`config.mk`:
```
export PLATFORM = sky130hd
export DESIGN_NAME = printf_spec_parser
export DESIGN_NICKNAME = d
export VERILOG_FILES = /design/src/rtl/core/psp_pkg.sv /design/src/rtl/core/printf_spec_parser.sv
export SDC_FILE = /design/constraint.sdc
export NUM_CORES = 1
export LEC_CHECK = 0
export BUFFER_PORTS_ARGS = -buffer_cell sky130_fd_sc_hd__buf_2
export CAP_MARGIN = 20
export CORE_ASPECT_RATIO = 0.9
export CORE_MARGIN = 10
export CORE_UTILIZATION = 45
export DETAILED_ROUTE_END_ITERATION = 6
export PLACE_DENSITY = 0.66
export SYNTH_ARGS = -nofsm -noshare
export SYNTH_HDL_FRONTEND = slang
export SYNTH_SLANG_ARGS = --single-unit
```
`constraint.sdc`:
```
create_clock -name clk -period 10.2 [get_ports clk]
set_clock_uncertainty 0.1 [all_clocks]
set_input_delay 1.02 -clock clk [delete_from_list [all_inputs] [get_ports clk]]
set_output_delay 1.02 -clock clk [all_outputs]
set_load 0.01 [all_outputs]
```
`src/rtl/core/psp_pkg.sv`:
```
// Package with types, codes and defaults shared by the format specifier parser.
package psp_pkg;

    localparam int NUM_BITS_DEFAULT = 31;
    localparam int OUT_ACC_BITS     = 31;

    typedef enum logic [2:0] {
        PH_FLAGS     = 3'd0,
        PH_WIDTH     = 3'd1,
        PH_WIDTH_DIG = 3'd2,
        PH_PREC_DOT  = 3'd3,
        PH_PREC_DIG  = 3'd4,
        PH_LEN_H     = 3'd5,
        PH_LEN_L     = 3'd6,
        PH_LEN_DONE  = 3'd7
    } phase_t;

    typedef enum logic [2:0] {
        LEN_NONE = 3'd0,
        LEN_HH   = 3'd1,
        LEN_H    = 3'd2,
        LEN_L    = 3'd3,
        LEN_LL   = 3'd4,
        LEN_J    = 3'd5,
        LEN_Z    = 3'd6,
        LEN_BIGL = 3'd7
    } length_t;

    // Flag bit positions.
    localparam int FB_HASH  = 0;
    localparam int FB_ZERO  = 1;
    localparam int FB_DASH  = 2;
    localparam int FB_SPACE = 3;
    localparam int FB_PLUS  = 4;

    // Given bit positions.
    localparam int GB_WIDTH = 0;
    localparam int GB_PREC  = 1;

    localparam logic [7:0] CH_HASH  = 8'h23;
    localparam logic [7:0] CH_ZERO  = 8'h30;
    localparam logic [7:0] CH_NINE  = 8'h39;
    localparam logic [7:0] CH_DASH  = 8'h2D;
    localparam logic [7:0] CH_SPACE = 8'h20;
    localparam logic [7:0] CH_PLUS  = 8'h2B;
    localparam logic [7:0] CH_STAR  = 8'h2A;
    localparam logic [7:0] CH_DOT   = 8'h2E;
    localparam logic [7:0] CH_LOW_H = 8'h68;
    localparam logic [7:0] CH_LOW_L = 8'h6C;
    localparam logic [7:0] CH_LOW_J = 8'h6A;
    localparam logic [7:0] CH_LOW_Z = 8'h7A;
    localparam logic [7:0] CH_UP_L  = 8'h4C;

    typedef struct packed {
        logic               start_spec;
        logic [7:0]         spec_char;
        logic signed [31:0] star_value;
    } spec_in_t;

    typedef struct packed {
        logic        alt_form;
        logic        zero_pad;
        logic        left_align;
        logic        space_sign;
        logic        plus_sign;
        logic        width_given;
        logic [30:0] field_width;
        logic        prec_given;
        logic [30:0] prec_value;
        logic [2:0]  length_code;
        logic [7:0]  stop_char;
    } spec_out_t;

    // Control state carried from one character to the next.
    typedef struct packed {
        phase_t     phase;
        logic [4:0] flag_bits;
        logic [1:0] given_bits;
        length_t    length_reg;
    } ctl_state_t;

endpackage

```
`src/rtl/core/printf_spec_parser.sv`:
```
// Top level of the printf format specifier parser, one character per transaction.
//
//  Channel   Direction  Handshake                  Payload
//  char      in         char_valid / char_ready    char_item   (spec_in_t)
//  result    out        result_valid / result_ready result_item (spec_out_t)
//
// The decode and the multiply-by-ten accumulate run on the character in the input
// register; its result, if any, is loaded into the output register as the character
// leaves it. One character is taken per cycle at full rate.
// The input register drains only when the output register is free or the
// character produces no result, so a stalled result stops the stream there.
// Reset clears the parser state to the flags phase and drops both valid bits.
module printf_spec_parser
    import psp_pkg::*;
#(
    parameter int NUM_BITS = NUM_BITS_DEFAULT
)
(
    input  logic      clk,
    input  logic      rst_n,
    input  logic      char_valid,
    output logic      char_ready,
    input  spec_in_t  char_item,
    output logic      result_valid,
    input  logic      result_ready,
    output spec_out_t result_item
);

    localparam int MUL_BITS = NUM_BITS + 4;
    localparam logic [NUM_BITS-1:0] ACC_MAX = {NUM_BITS{1'b1}};

    localparam ctl_state_t CTL_CLEAR = '{
        phase:      PH_FLAGS,
        flag_bits:  5'd0,
        given_bits: 2'd0,
        length_reg: LEN_NONE
    };

    spec_in_t            item_reg;
    logic                item_valid_reg;
    ctl_state_t          ctl_reg, ctl_next;
    logic [NUM_BITS-1:0] width_reg, width_next;
    logic [NUM_BITS-1:0] prec_reg, prec_next;
    spec_out_t           result_reg, result_next;
    logic                result_valid_reg;

    logic                emit;
    logic                fire;
    logic                out_free;

    // Per-character decode, all in one pass over the registered character.
    always_comb
    begin
        ctl_state_t          cur;
        logic [NUM_BITS-1:0] wacc;
        logic [NUM_BITS-1:0] pacc;
        logic [7:0]          ch;
        logic                neg;
        logic [31:0]         mag;
        logic [NUM_BITS-1:0] mag_sat;
        logic                is_dig;
        logic [3:0]          dval;
        logic [MUL_BITS-1:0] wmul;
        logic [MUL_BITS-1:0] pmul;
        logic [NUM_BITS-1:0] wdig;
        logic [NUM_BITS-1:0] pdig;
        logic                handled;

        ch     = item_reg.spec_char;
        neg    = item_reg.star_value[31];
        mag    = neg ? (~item_reg.star_value + 32'd1) : item_reg.star_value;
        is_dig = ch inside {[CH_ZERO:CH_NINE]};
        dval   = 4'(ch - CH_ZERO);

        if (item_reg.start_spec)
        begin
            cur  = CTL_CLEAR;
            wacc = '0;
            pacc = '0;
        end
        else
        begin
            cur  = ctl_reg;
            wacc = width_reg;
            pacc = prec_reg;
        end

        if (NUM_BITS < 32 && (mag >> NUM_BITS) != 32'd0)
            mag_sat = ACC_MAX;
        else
            mag_sat = NUM_BITS'(mag);

        // A width digit right after a star restarts the width from zero.
        wmul = (cur.phase == PH_WIDTH) ? MUL_BITS'(dval)
             : MUL_BITS'(wacc) * MUL_BITS'(10) + MUL_BITS'(dval);
        pmul = MUL_BITS'(pacc) * MUL_BITS'(10) + MUL_BITS'(dval);
        wdig = (wmul[MUL_BITS-1:NUM_BITS] != '0) ? ACC_MAX : wmul[NUM_BITS-1:0];
        pdig = (pmul[MUL_BITS-1:NUM_BITS] != '0) ? ACC_MAX : pmul[NUM_BITS-1:0];

        ctl_next   = cur;
        width_next = wacc;
        prec_next  = pacc;
        emit       = 1'b0;
        handled    = 1'b0;

        if (cur.phase == PH_LEN_H || cur.phase == PH_LEN_L)
        begin
            handled = 1'b1;
            if (cur.phase == PH_LEN_H && ch == CH_LOW_H)
            begin
                ctl_next.length_reg = LEN_HH;
                ctl_next.phase      = PH_LEN_DONE;
            end
            else if (cur.phase == PH_LEN_L && ch == CH_LOW_L)
            begin
                ctl_next.length_reg = LEN_LL;
                ctl_next.phase      = PH_LEN_DONE;
            end
            else
            begin
                ctl_next.length_reg = (cur.phase == PH_LEN_H) ? LEN_H : LEN_L;
                emit = 1'b1;
            end
        end
        else if (cur.phase == PH_LEN_DONE)
        begin
            handled = 1'b1;
            emit    = 1'b1;
        end

        if (!handled && cur.phase == PH_FLAGS)
        begin
            handled = 1'b1;
            case (ch)
                CH_HASH:  ctl_next.flag_bits[FB_HASH]  = 1'b1;
                CH_ZERO:  ctl_next.flag_bits[FB_ZERO]  = 1'b1;
                CH_DASH:  ctl_next.flag_bits[FB_DASH]  = 1'b1;
                CH_SPACE: ctl_next.flag_bits[FB_SPACE] = 1'b1;
                CH_PLUS:  ctl_next.flag_bits[FB_PLUS]  = 1'b1;
                default:
                begin
                    handled        = 1'b0;
                    ctl_next.phase = PH_WIDTH;
                end
            endcase
            if (handled && ctl_next.flag_bits[FB_DASH])
                ctl_next.flag_bits[FB_ZERO] = 1'b0;
        end

        if (!handled && (ctl_next.phase == PH_WIDTH || ctl_next.phase == PH_WIDTH_DIG))
        begin
            if (ch == CH_STAR)
            begin
                handled = 1'b1;
                if (neg)
                    ctl_next.flag_bits[FB_DASH] = 1'b1;
                width_next                    = mag_sat;
                ctl_next.given_bits[GB_WIDTH] = 1'b1;
                ctl_next.phase                = PH_WIDTH;
            end
            else if (is_dig)
            begin
                handled                       = 1'b1;
                width_next                    = wdig;
                ctl_next.given_bits[GB_WIDTH] = 1'b1;
                ctl_next.phase                = PH_WIDTH_DIG;
            end
            else if (ch == CH_DOT)
            begin
                handled                      = 1'b1;
                ctl_next.given_bits[GB_PREC] = 1'b1;
                prec_next                    = '0;
                ctl_next.phase               = PH_PREC_DOT;
            end
        end
        else if (!handled &&
                 (ctl_next.phase == PH_PREC_DOT || ctl_next.phase == PH_PREC_DIG))
        begin
            if (ctl_next.phase == PH_PREC_DOT && ch == CH_STAR)
            begin
                handled = 1'b1;
                if (neg)
                    ctl_next.given_bits[GB_PREC] = 1'b0;
                else
                    prec_next = mag_sat;
                ctl_next.phase = PH_PREC_DIG;
            end
            else if (is_dig)
            begin
                handled        = 1'b1;
                prec_next      = pdig;
                ctl_next.phase = PH_PREC_DIG;
            end
        end

        if (!handled)
        begin
            case (ch)
                CH_LOW_H: ctl_next.phase = PH_LEN_H;
                CH_LOW_L: ctl_next.phase = PH_LEN_L;
                CH_LOW_J:
                begin
                    ctl_next.length_reg = LEN_J;
                    ctl_next.phase      = PH_LEN_DONE;
                end
                CH_LOW_Z:
                begin
                    ctl_next.length_reg = LEN_Z;
                    ctl_next.phase      = PH_LEN_DONE;
                end
                CH_UP_L:
                begin
                    ctl_next.length_reg = LEN_BIGL;
                    ctl_next.phase      = PH_LEN_DONE;
                end
                default: emit = 1'b1;
            endcase
        end

        result_next.alt_form    = ctl_next.flag_bits[FB_HASH];
        result_next.zero_pad    = ctl_next.flag_bits[FB_ZERO];
        result_next.left_align  = ctl_next.flag_bits[FB_DASH];
        result_next.space_sign  = ctl_next.flag_bits[FB_SPACE];
        result_next.plus_sign   = ctl_next.flag_bits[FB_PLUS];
        result_next.width_given = ctl_next.given_bits[GB_WIDTH];
        result_next.field_width = OUT_ACC_BITS'(width_next);
        result_next.prec_given  = ctl_next.given_bits[GB_PREC];
        result_next.prec_value  = OUT_ACC_BITS'(prec_next);
        result_next.length_code = ctl_next.length_reg;
        result_next.stop_char   = ch;

        // A finished specification leaves the parser as after reset.
        if (emit)
        begin
            ctl_next   = CTL_CLEAR;
            width_next = '0;
            prec_next  = '0;
        end
    end

    assign out_free   = !result_valid_reg || result_ready;
    assign fire       = item_valid_reg && (!emit || out_free);
    assign char_ready = !item_valid_reg || fire;

    always_ff @(posedge clk or negedge rst_n)
    begin
        if (!rst_n)
        begin
            item_valid_reg   <= 1'b0;
            result_valid_reg <= 1'b0;
            ctl_reg          <= CTL_CLEAR;
            width_reg        <= '0;
            prec_reg         <= '0;
        end
        else
        begin
            if (char_ready)
                item_valid_reg <= char_valid;
            if (fire)
            begin
                ctl_reg   <= ctl_next;
                width_reg <= width_next;
                prec_reg  <= prec_next;
            end
            if (fire && emit)
                result_valid_reg <= 1'b1;
            else if (result_ready)
                result_valid_reg <= 1'b0;
        end
    end

    always_ff @(posedge clk)
    begin
        if (char_valid && char_ready)
            item_reg <= char_item;
        if (fire && emit)
            result_reg <= result_next;
    end

    assign result_valid = result_valid_reg;
    assign result_item  = result_reg;

endmodule

```
==> run_results.csv, run 1 <==
group,metric,value,unit
min_path,hp-class,"primary input to asynchronous set/reset pin",
place,gp_congestion,0.9201,
sta,tightest_slew,1.109,ns
layout,final_cell_mix,"nor2_1, a21oi_1, nand2_1, o21ai_0, buf_2",
floorplan,io_pins,127,
sta,fmax,0.1484,GHz
critical_path,end_kind,"flop",
sta,setup-tns-final,0,ns
sta,hold_viol_final,0,
layout,nets,2131,
routing,drtIter0Drc,2033,
grt,antenna_found_initial,1,
grt,grt_util_met1,35.62,%
clock_network,clkTransAtPathRegs,0.08,ns
clock_network,ctsHoldBuffers,0,
critical_path,path_common_cell,"buf_4",
layout,fill_cells,3429,
sta,rsz0062_at_grt,"false",
floorplan,row_count,66,
critical_path,cp_cell_sequence,"buf_4, buf_4, nor2b_1, ha_1, ha_1, and3_1, and2_1, nor2_1, a22oi_1, o311ai_1, or4b_4, or4_4, or4_4, mux2i_4, buf_4, o31ai_1, o22ai_1",
routing,vias_per_cell,6.449,
layout,final_common_cell,"nor2_1",
synth,synth.area.top_cells,"edfxtp_1, dfrtp_1, ha_1, a21oi_1, nor2_1",
floorplan,die_w,221.2,um
grt,grt_max_degree,75,
synth,synth_edf_count,121,
power_and_ir_drop,p_leak,7.346,nW
synth,ys_seq_area_share,33.93,%
floorplan,die_h,201.0,um
grt,grt_usage,24.08,%
place,port_buffers,126,
outcome,violations,"design-rule violations",
floorplan,die_area,44460,sq um
synth,synth_nets,2067,
grt,grt_util_met2,35.71,%
critical_path,cp_slowest_cell,"or4b_4",
synth,synth_area_leader_cell,"edfxtp_1",
clock_network,clock-sinks,198,
power_and_ir_drop,p_per_area,129.2,nW/um^2
synth,syn-instance-count,1917,
routing,wl,55770,um
sta,setup_viol,0,
clock_network,postCtsSetupRepairBufs,0,
synth,ys_seq_elements,198,
synth,avgSynthCellArea,8.549,sq um
place,placed_cell_area,17390,sq um
clock_network,cts_tree,"built",
sta,drv_slew,0,
routing,wl_per_cell,22.58,um
layout,drive_above_1_share,10.73,%
clock_network,ctsResizeCount,0,
critical_path,path_max_fanout,48,
layout,largest_register_ffs,80,
critical_path,reg2regPathDepth,17,
critical_path,crit_required,10.29,ns
power_and_ir_drop,ir_drop,0.1126,mV
clock_network,cts_buffers,17,
floorplan,core_area,36090,sq um
routing,ant_nets,0,
layout,final_area,18000,sq um
outcome,status,"finished with violations",
clock_network,clockRootBuffer,"clkbuf_16",
sta,min_period,6.739,ns
layout,diodes,0,
grt,grt_use_met3,3.843,%
clock_network,cts-htree-levels,4,
clock_network,cts_max_path_buffers,2,
routing,drc,2,
synth,ys.flop_type,"edfxtp_1",
flow_run,maxCapViolCount,0,
synth,syn-cell-area,16390,sq um
critical_path,cp.arrival,6.83,ns
critical_path,crit_type,"flop to flop",
synth,yosysUniqueCellTypes,89,
critical_path,slowest_delay,0.61,ns
grt,top_usage_layer,"met2",
synth,async_flop_share,38.89,%
grt,grt_overflow,0,
synth,synth_top_area_share,22.17,%
sta,fin_crit_sh,66.07,%
clock_network,insertion_delay,0.46,ns
layout,area_growth,9.864,%
routing,vias,15930,
sta,slew_headroom,25.86,%
routing,dr.pass1.iters,7,
grt,grt_pass1_vias,14820,
grt,grt_pass1_wl,87480,um
critical_path,start_kind,"flop",
place,dpl.hpwl,41240,um
synth,ys_warn_count,0,
floorplan,start_util,45.41,%
-- cells in the mapped netlist, types with 16 or more instances --
cell	number
nor2_1	187
a21oi_1	165
nand2_1	152
o21ai_0	133
edfxtp_1	121
ha_1	103
clkbuf_1	82
dfrtp_1	77
xnor2_1	73
nor2b_1	67
xor2_1	58
nand3_1	49
o21ai_1	49
a22oi_1	42
inv_1	40
and2_1	36
o211ai_1	32
a21o_1	31
a211oi_1	29
nor3_1	28
o221ai_1	25
o21a_1	21
o31ai_1	18
and3_1	17
a31oi_1	16
or3_1	16
-- power by group --
part | internal, W | leakage [nW] | switching (W)
Sequential | 0.00100 | 2.26 | 0.0000954
Combinational | 0.000140 | 4.80 | 0.000383
Clock | 0.000379 | 0.291 | 0.000327
Total | 0.00152 | 7.35 | 0.000805
-- metal layers --
metal | share of wire, % | wire [um]
met2 | 43 | 23880
met4 | 1.8 | 1004
met1 | 47 | 26120
met5 | 0 | 0
met3 | 8.5 | 4763
-- layout make-up --
| cell class | count | area (sq um) | area share [%] |
|---|---|---|---|
| flip-flops and latches | 198 | 5560 | 30.88 |
| clock buffers | 20 | 456.7 | 2.536 |
| clock inverters | 12 | 142.6 | 0.7922 |
| multi-input cells | 1576 | 10300 | 57.19 |
| well taps | 476 | 595.6 | 3.308 |
| repair buffers | 147 | 798.3 | 4.434 |
| inverters | 41 | 153.9 | 0.8548 |
-- path summary, 6_finish.rpt --
kind | startpoint | endpoint | slack, ns
max | item_reg[40]$_DFFE_PP_ | result_item[14]$_DFFE_PP_ | 3.46
min | rst_n | prec_reg[1]$_DFFE_PN0P_ | 0.37
max reg2reg | item_reg[40]$_DFFE_PP_ | result_item[14]$_DFFE_PP_ | 3.46
min reg2reg | width_reg[25]$_DFFE_PN0P_ | width_reg[25]$_DFFE_PN0P_ | 0.40
max in group asynchronous | rst_n | prec_reg[20]$_DFFE_PN0P_ | 8.48
min in group clk | width_reg[25]$_DFFE_PN0P_ | width_reg[25]$_DFFE_PN0P_ | 0.40
-- critical path, delay by kind of cell (launching register included) --
family	cells	cell delay (ns)
fa+ha+maj	2	0.80
buf+inv	3	1.29
compound gates	4	0.98
flops	1	0.33
simple gates	7	2.71
mux	1	0.20
-- through the flow --
| stage | std cells | util (%) | setup WS [ns] | hold WS [ns] | total power [W] |
|---|---|---|---|---|---|
| detailed placement | 2437 | 48.19 | 3.617 | 0.3586 | 0.001628 |
| global route | 2470 | 49.89 | 3.076 | 0.3790 | 0.002409 |
| CTS | 2469 | 49.85 | 3.592 | 0.3723 | 0.002326 |
| global placement | 2437 | 48.19 | 3.761 | 0.3601 | 0.001623 |
| floorplan | 1917 | - | 3.047 | 0.3244 | 0.001375 |
| finish | 2470 | 49.89 | 3.461 | 0.3686 | 0.002327 |
-- cell families after synthesis --
| kind of cell | count (synthesis) | synth area share (%) |
|---|---|---|
| DFF | 198 | 33.93 |
| buffers and inverters | 143 | 3.474 |
| AOI/OAI and AO/OA | 670 | 26.36 |
| and+or+nand+nor | 659 | 20.38 |
| muxes | 9 | 0.6261 |
| adders and majority gates | 107 | 8.230 |
| xor gates and xnor gates | 131 | 7.001 |
(Power assumes the default switching activity.)
==> inputs of run 2 (changes only) <==
Settings changed: ABC_AREA from default to 1, PLACE_DENSITY 0.66 to 0.65.
Clock period 10.2 ns to 6.9 ns, I/O delays scaled along.
==> run 2 against run 1 <==
The run now ends clean. Maximum frequency up 17%. Wire length up 19%. Area after synthesis up 14%. Critical path depth grew 14. Clock-buffer cell count decreased by 1. Global-route usage up 1.4 points. Critical endpoint is now result_item[16]$_DFFE_PP_. Largest cell class unchanged.
==> run_results.csv, run 2 <==
group,metric,value,unit
floorplan,die_h,213.3,um
power_and_ir_drop,ir_drop,0.2436,mV
sta,drv_slew,0,
sta,rsz0062_at_grt,"false",
routing,ant_nets,0,
synth,yosysUniqueCellTypes,55,
layout,largest_register_ffs,80,
place,gp_congestion,1.013,
layout,nets,3250,
critical_path,cp.arrival,5.89,ns
place,pre_cts_slack,1.260,ns
synth,yosysMostFrequentCell,"nand2_1",
grt,antenna_found_initial,2,
clock_network,clkTransAtPathRegs,0.09,ns
synth,synth_edf_count,121,
synth,synth_top_family_by_area,"simple AND/OR/NAND/NOR gates",
synth,synth-compound-area-share,9.325,%
synth,ys_top_cells_by_count,"nand2_1, inv_1, nor2_1",
floorplan,die_w,234.8,um
grt,grt_overflow,0,
clock_network,clockRootBuffer,"clkbuf_16",
place,place_inst,3618,
power_and_ir_drop,p_clk_share,32.7,%
clock_network,cts_max_path_buffers,2,
sta,whs,0.2903,ns
grt,grt_max_degree,65,
floorplan,row_count,70,
synth,ys_seq_elements,198,
synth,synth_nets,3162,
critical_path,slowest_delay,0.71,ns
synth,synth_mux_area_share,0,%
clock_network,postCtsSetupRepairBufs,0,
routing,vias_per_cell,5.395,
synth,synth.area.top_cells,"nand2_1, edfxtp_1, dfrtp_1, inv_1, ha_1",
power_and_ir_drop,p_leak,10.91,nW
sta,fin_crit_sh,83.78,%
sta,setup-tns-final,0,ns
sta,tightest_slew,1.031,ns
synth,ys_warn_count,0,
grt,grt_pass1_wl,101700,um
flow_run,maxCapViolCount,0,
routing,wl_per_cell,18.20,um
grt,grt_pass1_vias,17780,
synth,synth_adder_area_share,7.109,%
synth,synth_xor_area_share,2.343,%
clock_network,cts_tree,"built",
synth,ys_seq_area_share,29.75,%
sta,fmax,0.1730,GHz
critical_path,end_kind,"flop",
outcome,status,"complete, no violations",
sta,setup_slack,1.119,ns
sta,setup_viol,0,
power_and_ir_drop,switching_share,34.24,%
sta,hold_viol_final,0,
sta,min_period,5.781,ns
critical_path,path_max_fanout,31,
floorplan,core_area,40810,sq um
power_and_ir_drop,power_switching,0.001093,W
routing,wl,66500,um
routing,dr.pass1.iters,6,
synth,async_flop_share,38.89,%
power_and_ir_drop,p_per_area,156.3,nW/um^2
critical_path,crit_type,"flop to flop",
critical_path,path_common_cell,"nand2_1",
clock_network,insertion_delay,0.47,ns
clock_network,cts_buffers,17,
sta,slew_headroom,30.57,%
floorplan,start_util,45.80,%
critical_path,crit_required,7.01,ns
critical_path,cp_slowest_cell,"nor2_4",
layout,area_growth,9.271,%
critical_path,start_kind,"flop",
grt,grt_usage,25.51,%
synth,syn-cell-area,18690,sq um
synth,synth_area_leader_cell,"nand2_1",
layout,final_common_cell,"nand2_1",
place,port_buffers,126,
synth,synth_top_area_share,22.29,%
routing,drtIter0Drc,2229,
min_path,hp-class,"primary input to flop",
floorplan,io_pins,127,
layout,drive_above_1_share,8.705,%
synth,ys.flop_type,"edfxtp_1",
routing,drc,0,
power_and_ir_drop,p_int,0.002099,W
floorplan,die_area,50100,sq um
synth,avgSynthCellArea,6.206,sq um
power_and_ir_drop,seqPwrFrac,46.6,%
synth,synthSimpleGateAreaFrac,39.51,%
synth,syn-instance-count,3012,
power_and_ir_drop,comb_power_share,20.7,%
clock_network,clock-sinks,198,
clock_network,cts-htree-levels,4,
routing,vias,19710,
place,dpl.hpwl,51680,um
layout,final-instance-count-excl-fill,3654,
layout,final_cell_mix,"nand2_1, inv_1, nor2_1, nand3_1, a21oi_1",
[run 2: stage by stage]
step | area (sq um) | total power [W] | util (%)
after detailed placement | 19770 | 0.002161 | 48.44
final | 20420 | 0.003192 | 50.04
after global routing | 20420 | 0.003319 | 50.04
after global placement | 19770 | 0.002154 | 48.44
after floorplan | 18690 | 0.001861 | -
after CTS | 20390 | 0.003193 | 49.95
[run 2: kinds of logic after synthesis]
logic type | after synthesis
compound gates | 316
xor+xnor | 50
fa+ha+maj | 105
buf+inv | 571
flops | 198
simple gates | 1772
[run 2: cell type report]
cell class	instances	area [sq um]
well taps	540	675.6
inverters	494	1856
multi-input cells	2243	10900
clock inverters	13	153.9
fillers	4306	20390
repair buffers	146	818.3
clock buffers	19	454.2
flip-flops and latches	198	5560
diodes	1	2.502
[run 2: per-layer routing]
| metal | vias up | track usage (%) | share of wire [%] |
|---|---|---|---|
| li1 | 9645 | - | - |
| met1 | 9096 | 37.11 | 48 |
| met2 | 890 | 37.50 | 41 |
| met3 | 77 | 5.425 | 9.2 |
| met4 | 4 | 6.513 | 1.8 |
| met5 | - | 0 | 0.041 |
[run 2: path summary, 6_finish.rpt]
kind                       depth (start not counted)                      start  slack, ns                        end
setup reg to reg                                  31     item_reg[40]$_DFFE_PP_       1.12  result_item[16]$_DFFE_PP_
hold reg to reg                                    2  width_reg[10]$_DFFE_PN0P_       0.38  width_reg[10]$_DFFE_PN0P_
min in group asynchronous                          2                      rst_n       0.53   result_valid$_DFFE_PN0P_
hold / removal                                     1               char_item[1]       0.29      item_reg[1]$_DFFE_PP_
max in group asynchronous                          3                      rst_n       4.96   prec_reg[11]$_DFFE_PN0P_
setup / recovery                                  31     item_reg[40]$_DFFE_PP_       1.12  result_item[16]$_DFFE_PP_
[run 2: power groups by stage]
stage               registers, W  logic (W)  clock network (W)
CTS                      0.00149   0.000653            0.00105
finish                   0.00149   0.000659            0.00104
detailed placement       0.00151   0.000651                  0
floorplan                0.00154   0.000322                  0
global placement         0.00151   0.000644                  0
global route             0.00150   0.000718            0.00110
[run 2: critical path: cells and delay by family, from the launching register on]
kind | cells | cell delay [ns]
AND/OR/NAND/NOR | 24 | 3.25
buffers and inverters | 5 | 1.12
flip-flops | 1 | 0.40
adder cells (fa/ha/maj) | 2 | 0.61
[run 2: what timing repair did]
action,in CTS,in global routing
hold buffers,1,0
hold endpoints to repair,19,0
gates resized for setup,0,0
